==> src/rtl/core/fifo_with_keyed_removal_core_assert.svh <==
// Assertion macros for the keyed-removal FIFO core.
`ifndef FIFO_WITH_KEYED_REMOVAL_CORE_ASSERT_SVH
`define FIFO_WITH_KEYED_REMOVAL_CORE_ASSERT_SVH

// Check that cons holds in the same cycle whenever ante holds.
`define FWKR_ASSERT_SAME(label, clk, rstn, ante, cons, msg) \
    label: assert property (@(posedge clk) disable iff (!rstn) (ante) |-> (cons)) \
        else $error(msg);

// Check that cons holds in the cycle after ante holds.
`define FWKR_ASSERT_NEXT(label, clk, rstn, ante, cons, msg) \
    label: assert property (@(posedge clk) disable iff (!rstn) (ante) |=> (cons)) \
        else $error(msg);

`endif

==> src/rtl/core/fwkr_pkg.sv <==
// Shared types, codes and sizes for the keyed-removal FIFO core.
package fwkr_pkg;

    localparam int QUEUE_DEPTH = 16;
    localparam int IDX_W       = $clog2(QUEUE_DEPTH);
    localparam int CNT_W       = $clog2(QUEUE_DEPTH + 1);
    localparam int DATA_W      = 32;
    localparam int OUT_CNT_W   = 5;

    typedef enum logic [1:0] {
        OP_PUSH   = 2'd0,
        OP_POP    = 2'd1,
        OP_REMOVE = 2'd2,
        OP_CLEAR  = 2'd3
    } op_t;

    typedef enum logic [1:0] {
        STAT_DONE = 2'd0,
        STAT_MISS = 2'd1,
        STAT_FULL = 2'd2
    } status_t;

    typedef enum logic [1:0] {
        ST_IDLE,
        ST_SEARCH,
        ST_APPLY
    } state_t;

    // Commands from the controller to the datapath
    typedef struct packed {
        logic capture;   // latch the accepted input beat
        logic search;    // register the selected entry
        logic apply;     // update the store and load the result register
    } fwkr_cmd_t;

endpackage

==> src/rtl/core/fwkr_ctrl.sv <==
// Controller state machine: sequences capture, search and apply of one beat.
module fwkr_ctrl (
    input  logic               aclk,
    input  logic               aresetn,
    input  logic               s_tvalid,
    output logic               s_tready,
    output logic               m_tvalid,
    input  logic               m_tready,
    output fwkr_pkg::fwkr_cmd_t cmd
);
    import fwkr_pkg::*;

    state_t state_reg, state_next;
    logic   m_tvalid_reg, m_tvalid_next;
    logic   out_free;

    assign out_free = !m_tvalid_reg || m_tready;
    assign m_tvalid = m_tvalid_reg;

    // Hold state and result valid
    always_ff @(posedge aclk) begin
        if (!aresetn) begin
            state_reg    <= ST_IDLE;
            m_tvalid_reg <= 1'b0;
        end else begin
            state_reg    <= state_next;
            m_tvalid_reg <= m_tvalid_next;
        end
    end

    // Next state, handshake and datapath commands
    always_comb begin
        state_next    = state_reg;
        m_tvalid_next = m_tvalid_reg && !m_tready;
        s_tready      = 1'b0;
        cmd           = '0;
        unique case (state_reg)
            ST_IDLE: begin
                s_tready = 1'b1;
                if (s_tvalid) begin
                    cmd.capture = 1'b1;
                    state_next  = ST_SEARCH;
                end
            end
            ST_SEARCH: begin
                cmd.search = 1'b1;
                state_next = ST_APPLY;
            end
            ST_APPLY: begin
                if (out_free) begin
                    cmd.apply     = 1'b1;
                    m_tvalid_next = 1'b1;
                    s_tready      = 1'b1;
                    if (s_tvalid) begin
                        cmd.capture = 1'b1;
                        state_next  = ST_SEARCH;
                    end else begin
                        state_next = ST_IDLE;
                    end
                end
            end
            default: begin
                state_next = ST_IDLE;
            end
        endcase
    end

endmodule

==> src/rtl/core/fwkr_datapath.sv <==
// Datapath: compacted shift store of key/payload pairs, match search, result register.
module fwkr_datapath (
    input  logic                                aclk,
    input  logic                                aresetn,
    input  fwkr_pkg::fwkr_cmd_t                 cmd,
    input  fwkr_pkg::op_t                       in_operation,
    input  logic signed [fwkr_pkg::DATA_W-1:0]  in_key,
    input  logic signed [fwkr_pkg::DATA_W-1:0]  in_payload,
    output fwkr_pkg::status_t                   out_status,
    output logic signed [fwkr_pkg::DATA_W-1:0]  out_removed_payload,
    output logic signed [fwkr_pkg::DATA_W-1:0]  out_head_key,
    output logic signed [fwkr_pkg::DATA_W-1:0]  out_head_payload,
    output logic [fwkr_pkg::OUT_CNT_W-1:0]      out_entry_count,
    output logic                                out_is_empty
);
    import fwkr_pkg::*;

    // Captured beat
    op_t               op_reg;
    logic [DATA_W-1:0] key_reg;
    logic [DATA_W-1:0] pay_reg;

    // Store cells, entry 0 is the head
    logic [DATA_W-1:0] key_cells_reg [QUEUE_DEPTH];
    logic [DATA_W-1:0] pay_cells_reg [QUEUE_DEPTH];
    logic [DATA_W-1:0] key_cells_next [QUEUE_DEPTH];
    logic [DATA_W-1:0] pay_cells_next [QUEUE_DEPTH];
    logic [CNT_W-1:0]  count_reg, count_next;

    // One-hot selected entry for pop or remove
    logic [QUEUE_DEPTH-1:0] sel_reg, sel_next;
    logic [QUEUE_DEPTH-1:0] hit;
    logic [QUEUE_DEPTH-1:0] shift_mask;

    // Result register
    status_t           status_reg, status_next;
    logic [DATA_W-1:0] removed_reg, removed_next;
    logic [DATA_W-1:0] head_key_reg, head_pay_reg;
    logic [OUT_CNT_W-1:0] entry_count_reg;
    logic              is_empty_reg;

    logic push_ok;
    logic do_shift;
    logic sel_any;

    // Latch the accepted beat
    always_ff @(posedge aclk) begin
        if (cmd.capture) begin
            op_reg  <= in_operation;
            key_reg <= in_key;
            pay_reg <= in_payload;
        end
    end

    // Compare all valid entries and keep the match nearest the head; a pop picks the head
    always_comb begin
        for (int i = 0; i < QUEUE_DEPTH; i++) begin
            hit[i] = (CNT_W'(i) < count_reg) && (key_cells_reg[i] == key_reg);
        end
        if (op_reg == OP_POP) begin
            sel_next = '0;
            sel_next[0] = (count_reg != '0);
        end else begin
            sel_next = hit & (~hit + QUEUE_DEPTH'(1));
        end
    end

    always_ff @(posedge aclk) begin
        if (cmd.search) begin
            sel_reg <= sel_next;
        end
    end

    // Next store contents: collapse at the selected entry, append on push
    always_comb begin
        sel_any    = (sel_reg != '0);
        push_ok    = (op_reg == OP_PUSH) && (count_reg < CNT_W'(QUEUE_DEPTH));
        do_shift   = ((op_reg == OP_POP) || (op_reg == OP_REMOVE)) && sel_any;
        shift_mask = ~(sel_reg - QUEUE_DEPTH'(1));
        removed_next = '0;
        for (int i = 0; i < QUEUE_DEPTH; i++) begin
            removed_next = removed_next | ({DATA_W{sel_reg[i]}} & pay_cells_reg[i]);
        end
        if (op_reg != OP_REMOVE) begin
            removed_next = '0;
        end
        for (int i = 0; i < QUEUE_DEPTH; i++) begin
            key_cells_next[i] = key_cells_reg[i];
            pay_cells_next[i] = pay_cells_reg[i];
            if (push_ok && (count_reg == CNT_W'(i))) begin
                key_cells_next[i] = key_reg;
                pay_cells_next[i] = pay_reg;
            end
        end
        for (int i = 0; i < QUEUE_DEPTH - 1; i++) begin
            if (do_shift && shift_mask[i]) begin
                key_cells_next[i] = key_cells_reg[i+1];
                pay_cells_next[i] = pay_cells_reg[i+1];
            end
        end
        count_next  = count_reg;
        status_next = STAT_DONE;
        unique case (op_reg)
            OP_PUSH: begin
                if (push_ok) begin
                    count_next = count_reg + CNT_W'(1);
                end else begin
                    status_next = STAT_FULL;
                end
            end
            OP_POP, OP_REMOVE: begin
                if (do_shift) begin
                    count_next = count_reg - CNT_W'(1);
                end else begin
                    status_next = STAT_MISS;
                end
            end
            OP_CLEAR: begin
                count_next = '0;
            end
            default: begin
                count_next = count_reg;
            end
        endcase
    end

    // Advance the fill count
    always_ff @(posedge aclk) begin
        if (!aresetn) begin
            count_reg <= '0;
        end else if (cmd.apply) begin
            count_reg <= count_next;
        end
    end

    // Update the store and load the result
    always_ff @(posedge aclk) begin
        if (cmd.apply) begin
            for (int i = 0; i < QUEUE_DEPTH; i++) begin
                key_cells_reg[i] <= key_cells_next[i];
                pay_cells_reg[i] <= pay_cells_next[i];
            end
            status_reg      <= status_next;
            removed_reg     <= removed_next;
            head_key_reg    <= (count_next != '0) ? key_cells_next[0] : '0;
            head_pay_reg    <= (count_next != '0) ? pay_cells_next[0] : '0;
            entry_count_reg <= OUT_CNT_W'(count_next);
            is_empty_reg    <= (count_next == '0);
        end
    end

    assign out_status          = status_reg;
    assign out_removed_payload = removed_reg;
    assign out_head_key        = head_key_reg;
    assign out_head_payload    = head_pay_reg;
    assign out_entry_count     = entry_count_reg;
    assign out_is_empty        = is_empty_reg;

endmodule

==> src/rtl/core/fifo_with_keyed_removal_core.sv <==
// Top level of the keyed-removal FIFO core: controller, datapath and checks.
//
// Channel   Dir  tdata (low bit up)                                tuser
// s_        in   key[31:0], payload[63:32], pad to 72              operation[1:0]
// m_        out  removed_payload[31:0], head_key[63:32],           status[1:0]
//                head_payload[95:64], entry_count[100:96],
//                is_empty[101], pad to 104
//
// Each beat is a search, a compare of all 16 entries against the key with a
// first-match pick, then the collapse of the shift store and the load of the
// result register. A new beat is taken in the cycle its predecessor applies.
// Reset clears the fill count and handshake state; the store needs no clearing.
// A stalled result holds the block in its apply step until the result is taken.
module fifo_with_keyed_removal_core (
    input  logic         aclk,
    input  logic         aresetn,
    input  logic         s_tvalid,
    output logic         s_tready,
    input  logic [71:0]  s_tdata,   // key[31:0], payload[63:32], zero pad [71:64]
    input  logic [1:0]   s_tuser,   // operation[1:0]
    output logic         m_tvalid,
    input  logic         m_tready,
    output logic [103:0] m_tdata,   // removed_payload[31:0], head_key[63:32],
                                    // head_payload[95:64], entry_count[100:96],
                                    // is_empty[101], zero pad [103:102]
    output logic [1:0]   m_tuser    // status[1:0]
);
    import fwkr_pkg::*;

    `include "fifo_with_keyed_removal_core_assert.svh"

    fwkr_cmd_t            cmd;
    status_t              status;
    logic [DATA_W-1:0]    removed_payload;
    logic [DATA_W-1:0]    head_key;
    logic [DATA_W-1:0]    head_payload;
    logic [OUT_CNT_W-1:0] entry_count;
    logic                 is_empty;

    fwkr_ctrl u_ctrl (
        .aclk     (aclk),
        .aresetn  (aresetn),
        .s_tvalid (s_tvalid),
        .s_tready (s_tready),
        .m_tvalid (m_tvalid),
        .m_tready (m_tready),
        .cmd      (cmd)
    );

    fwkr_datapath u_datapath (
        .aclk                (aclk),
        .aresetn             (aresetn),
        .cmd                 (cmd),
        .in_operation        (op_t'(s_tuser)),
        .in_key              (s_tdata[31:0]),
        .in_payload          (s_tdata[63:32]),
        .out_status          (status),
        .out_removed_payload (removed_payload),
        .out_head_key        (head_key),
        .out_head_payload    (head_payload),
        .out_entry_count     (entry_count),
        .out_is_empty        (is_empty)
    );

    // Pack the result beat
    assign m_tdata = {2'b00, is_empty, entry_count, head_payload, head_key, removed_payload};
    assign m_tuser = status;

    // Checks on the core's own logic
    `FWKR_ASSERT_NEXT(a_no_back_to_back_accept, aclk, aresetn, s_tvalid && s_tready, !s_tready, "input accepted in consecutive cycles")
    `FWKR_ASSERT_SAME(a_empty_flag_matches_count, aclk, aresetn, m_tvalid, is_empty == (entry_count == '0), "empty flag disagrees with entry count")
    `FWKR_ASSERT_SAME(a_empty_head_zero, aclk, aresetn, m_tvalid && is_empty, head_key == '0 && head_payload == '0, "head not zero on empty queue")
    `FWKR_ASSERT_SAME(a_full_status_count, aclk, aresetn, m_tvalid && status == STAT_FULL, entry_count == OUT_CNT_W'(QUEUE_DEPTH), "full status with queue not full")

endmodule
==> config.mk <==
export PLATFORM = sky130hd
export DESIGN_NAME = fifo_with_keyed_removal_core
export DESIGN_NICKNAME = d
export VERILOG_FILES = /design/src/rtl/core/fwkr_pkg.sv /design/src/rtl/core/fwkr_ctrl.sv /design/src/rtl/core/fwkr_datapath.sv /design/src/rtl/core/fifo_with_keyed_removal_core.sv
export VERILOG_INCLUDE_DIRS = /design/src /design/src/rtl/core
export SDC_FILE = /design/constraint.sdc
export NUM_CORES = 2
export LEC_CHECK = 0
export CAP_MARGIN = 25
export CORE_MARGIN = 4
export CORE_UTILIZATION = 35
export DETAILED_ROUTE_END_ITERATION = 6
export DONT_BUFFER_PORTS = 1
export PLACE_DENSITY_LB_ADDON = 0.05
export SYNTH_ARGS = -nofsm -noshare
export SYNTH_HDL_FRONTEND = slang
export SYNTH_SLANG_ARGS = --single-unit
==> constraint.sdc <==
create_clock -name aclk -period 19.2 [get_ports aclk]
set_input_delay 0.96 -clock aclk [delete_from_list [all_inputs] [get_ports aclk]]
set_output_delay 0.96 -clock aclk [all_outputs]
set_load 0.01 [all_outputs]
==> metrics.yaml <==
initial_core_util: 0.353
power.static_leakage_nw: 21.9
core.rowCount: 151
remaining_drc_errors: 0
layout_worst_path_cycle_share: 0.285
worst-path-buf-inv: 4
dpl_worst_slack_ns: 13.68
synthTopCellsByArea: "sky130_fd_sc_hd__edfxtp_1 (61%), sky130_fd_sc_hd__mux2_2 (15%), sky130_fd_sc_hd__xor2_1 (4.3%)"
drt.antenna.violating_nets: 0
hold_path_origin: "s_tdata[40]"
total_die_area_sq_um: 178000
critical_path.top_delay_family: "simple AND/OR/NAND/NOR gates"
pwr_density_cell_nw_per_um2: 97.1
ys_warn_count: 0
slew_viol_final: 0
final.setup_skew_ns: 0.0261
crit_path_max_fanout: 37
r2r_end: "u_datapath.pay_cells_reg[1][39]$_DFFE_PP_"
synthDominantCellAreaShare: 0.608
post-dp-hpwl_mm: 127
flops_latches_synth: 1218
avgRoutedWirePerCell_um: 33.9
design.portCount: 186
maximum_number_of_pins_on_one_net_before_global_route_repair: 69
critical-path-slowest-cell: "sky130_fd_sc_hd__nand3_4"
numClockSinks: 1218
hold_violations: 0
final_nets: 3999
gr-usage-all-layers: 0.232
grt_overflow_total: 0
first_global_vias: 36064
setup-violations-final: 0
die_h_um: 421
outcome: "completed"
worst_vdd_ir_v: 0.0000882
synth.lib_cells_used.distinct: 61
slew-limit-headroom: 0.278
grt_use_met2: 0.396
worstRegToRegCells: 10
worstSkewPairLatency_ns: 0.79
busiest_layer: "met2"
detailroute.via_count: 35013
hp-class: "input pin to flip-flop"
postSynth.topFlopCell: "sky130_fd_sc_hd__edfxtp_1"
postCtsResizedCells: 0
postRouteWirelength_mm: 212
critPathMostFrequentCell: "sky130_fd_sc_hd__buf_4"
cts-buffers-inserted: 150
area_growth_pct: 11.5
placement.io_buffers: 0
reg2reg_from: "u_datapath.sel_reg[1]$_SDFFCE_PN0N_"
final.min_clock_period_ns: 5.47
cts.hold.buffers_added: 0
crit_chain: "buf_4 -> inv_1 -> ha_1 -> nor4b_1 -> nand4_1 -> and2_1 -> nand3_4 -> a21oi_4 -> buf_4 -> buf_4"
grt_util_met3: 0.0308
cp.required_ns: 19.60
cts_tree: "built"
clkTransAtPathRegs_ns: 0.06
netlist_area_sq_um: 59800
viasPerCell: 5.60
yosys.area.top_type: "sky130_fd_sc_hd__edfxtp_1"
first_iteration_detailed_routing_drc_count: 3244
grt_pass1_wl_mm: 294
initial_antenna_violation_count: 4
die-width_um: 421
ys_seq_area_frac: 0.610
syn_avg_cell_area_sq_um: 15.0
critical_path.startpoint_type: "flip-flop"
worst-setup-path-type: "flip-flop to flip-flop"
post_cts_buffers: 0
globalRouteMet1Util: 0.311
async_s_r_ff_share_synth: 0
dr.pass1.iters: 5
r2r_setup_slack_ns: 13.73
postLayoutCoreUtil: 0.393
min_path_cells: 0
synth_cells: 3997
cts_max_path_buffers: 3
tightestPinTransition_ns: 1.08
rsz0062_at_grt: "false"
critical_path_arrival_ns: 5.87
timing.final.ws_setup_ns: 13.73
clock-root-buffer: "sky130_fd_sc_hd__clkbuf_16"
worst_path_largest_cell_delay_ns: 0.77
maxClockFrequency_mhz: 183
cp-end-kind: "flip-flop"
fraction_of_final_layout_cells_with_drive_strength_greater_than_1: 0.302
cts.htree.levels: 4
synth_edf_count: 1210
gpl.final_weighted_congestion: 0.771
tns_ns: 0
maxCapViolCount: 0
core_region_area_sq_um: 170000
holdPathEnd: "u_datapath.pay_reg[8]$_DFFE_PP_"
-- cell type report --
type,count,area (sq um)
tap,2218,2780
sequential,1218,36500
antenna,3,7.51
multi-input combinational,2402,21700
clock buffer,195,3990
clock inverter,81,704
timing repair buffer,129,1010
fill,15824,103000
inverter,10,45.0
-- placed cells by master (no fill, tap or decap), drive strengths merged, types with 5 or more instances in the layout --
| cell type | instances |
|---|---|
| a22oi | 167 |
| nor2b | 73 |
| o21a | 34 |
| mux2 | 896 |
| nor2 | 91 |
| xor2 | 294 |
| buf | 129 |
| a21oi | 86 |
| ha | 10 |
| edfxtp | 1210 |
| a22o | 45 |
| a221oi | 45 |
| o21ai | 6 |
| dfxtp | 8 |
| inv | 16 |
| a31oi | 6 |
| clkinv | 63 |
| xnor2 | 226 |
| nand3 | 70 |
| nor3 | 26 |
| a21boi | 5 |
| bufinv | 11 |
| mux2i | 64 |
| nand2b | 6 |
| nand2 | 32 |
| nor4 | 82 |
| clkbuf | 195 |
| nand4 | 95 |
-- layer usage --
layer  wire length [um]  share of wire  vias up
li1                   -              -    15132
met1              92900           0.44    18529
met2             104000           0.49     1065
met3               9220          0.043      285
met4               5570          0.026        2
met5                 13       0.000061        -
-- cell usage after synthesis, drive strengths merged, types with 4 or more instances --
master  count
o21a       34
a21boi      5
a22oi     167
clkbuf    149
a221oi     45
nor3       26
nand2      32
nand2b      6
xor2      294
mux2      896
nand3      70
o21ai       6
nor2b      73
xnor2     226
a21oi      86
and2        4
edfxtp   1210
nand4      95
nor4       82
nor2       91
or3         4
dfxtp       8
mux2i      64
or4         4
inv        10
ha         10
a22o       45
buf       219
a31oi       6
-- where the power goes --
group          switching [mW]  total [mW]  leakage [nW]  internal, mW
sequential             0.0488        3.06          11.0          3.01
clock                    1.17        2.78          2.29          1.61
combinational           0.382       0.643          8.54         0.260
-- per-stage QoR --
stage	area [sq um]	instances	power (mW)	hold WS, ns
4_1_cts	66700	6252	6.57	0.187
5_1_grt	66700	6253	6.71	0.202
3_5_place_dp	62000	5976	3.76	0.533
6_report	66700	6256	6.48	0.255
2_1_floorplan	59800	3998	3.54	0.421
3_3_place_gp	61900	5972	3.75	0.523
-- logic make-up after synthesis --
logic type	share of synthesized area
adders and majority gates	0.00209
and+or+nand+nor	0.0467
DFF	0.610
AOI/OAI and AO/OA	0.0494
other	0.0000627
xor gates and xnor gates	0.0762
muxes	0.182
buffers and inverters	0.0328
-- worst max path at each step --
stage | start | to | slack (ns) | depth (start not counted)
floorplan | u_datapath.op_reg[0]$_DFFE_PP_ | u_datapath.key_cells_reg[1][224]$_DFFE_PP_ | 10.86 | 7
global placement | u_datapath.sel_reg[1]$_SDFFCE_PN0N_ | u_datapath.pay_cells_reg[1][39]$_DFFE_PP_ | 13.72 | 10
detailed placement | u_datapath.sel_reg[1]$_SDFFCE_PN0N_ | u_datapath.pay_cells_reg[1][39]$_DFFE_PP_ | 13.68 | 10
CTS | u_datapath.sel_reg[1]$_SDFFCE_PN0N_ | u_datapath.pay_cells_reg[1][39]$_DFFE_PP_ | 13.67 | 10
global route | u_datapath.sel_reg[1]$_SDFFCE_PN0N_ | u_datapath.pay_cells_reg[1][37]$_DFFE_PP_ | 13.49 | 10
finish | u_datapath.sel_reg[1]$_SDFFCE_PN0N_ | u_datapath.pay_cells_reg[1][39]$_DFFE_PP_ | 13.73 | 10
Note: power is estimated with default switching activity, not from simulation.
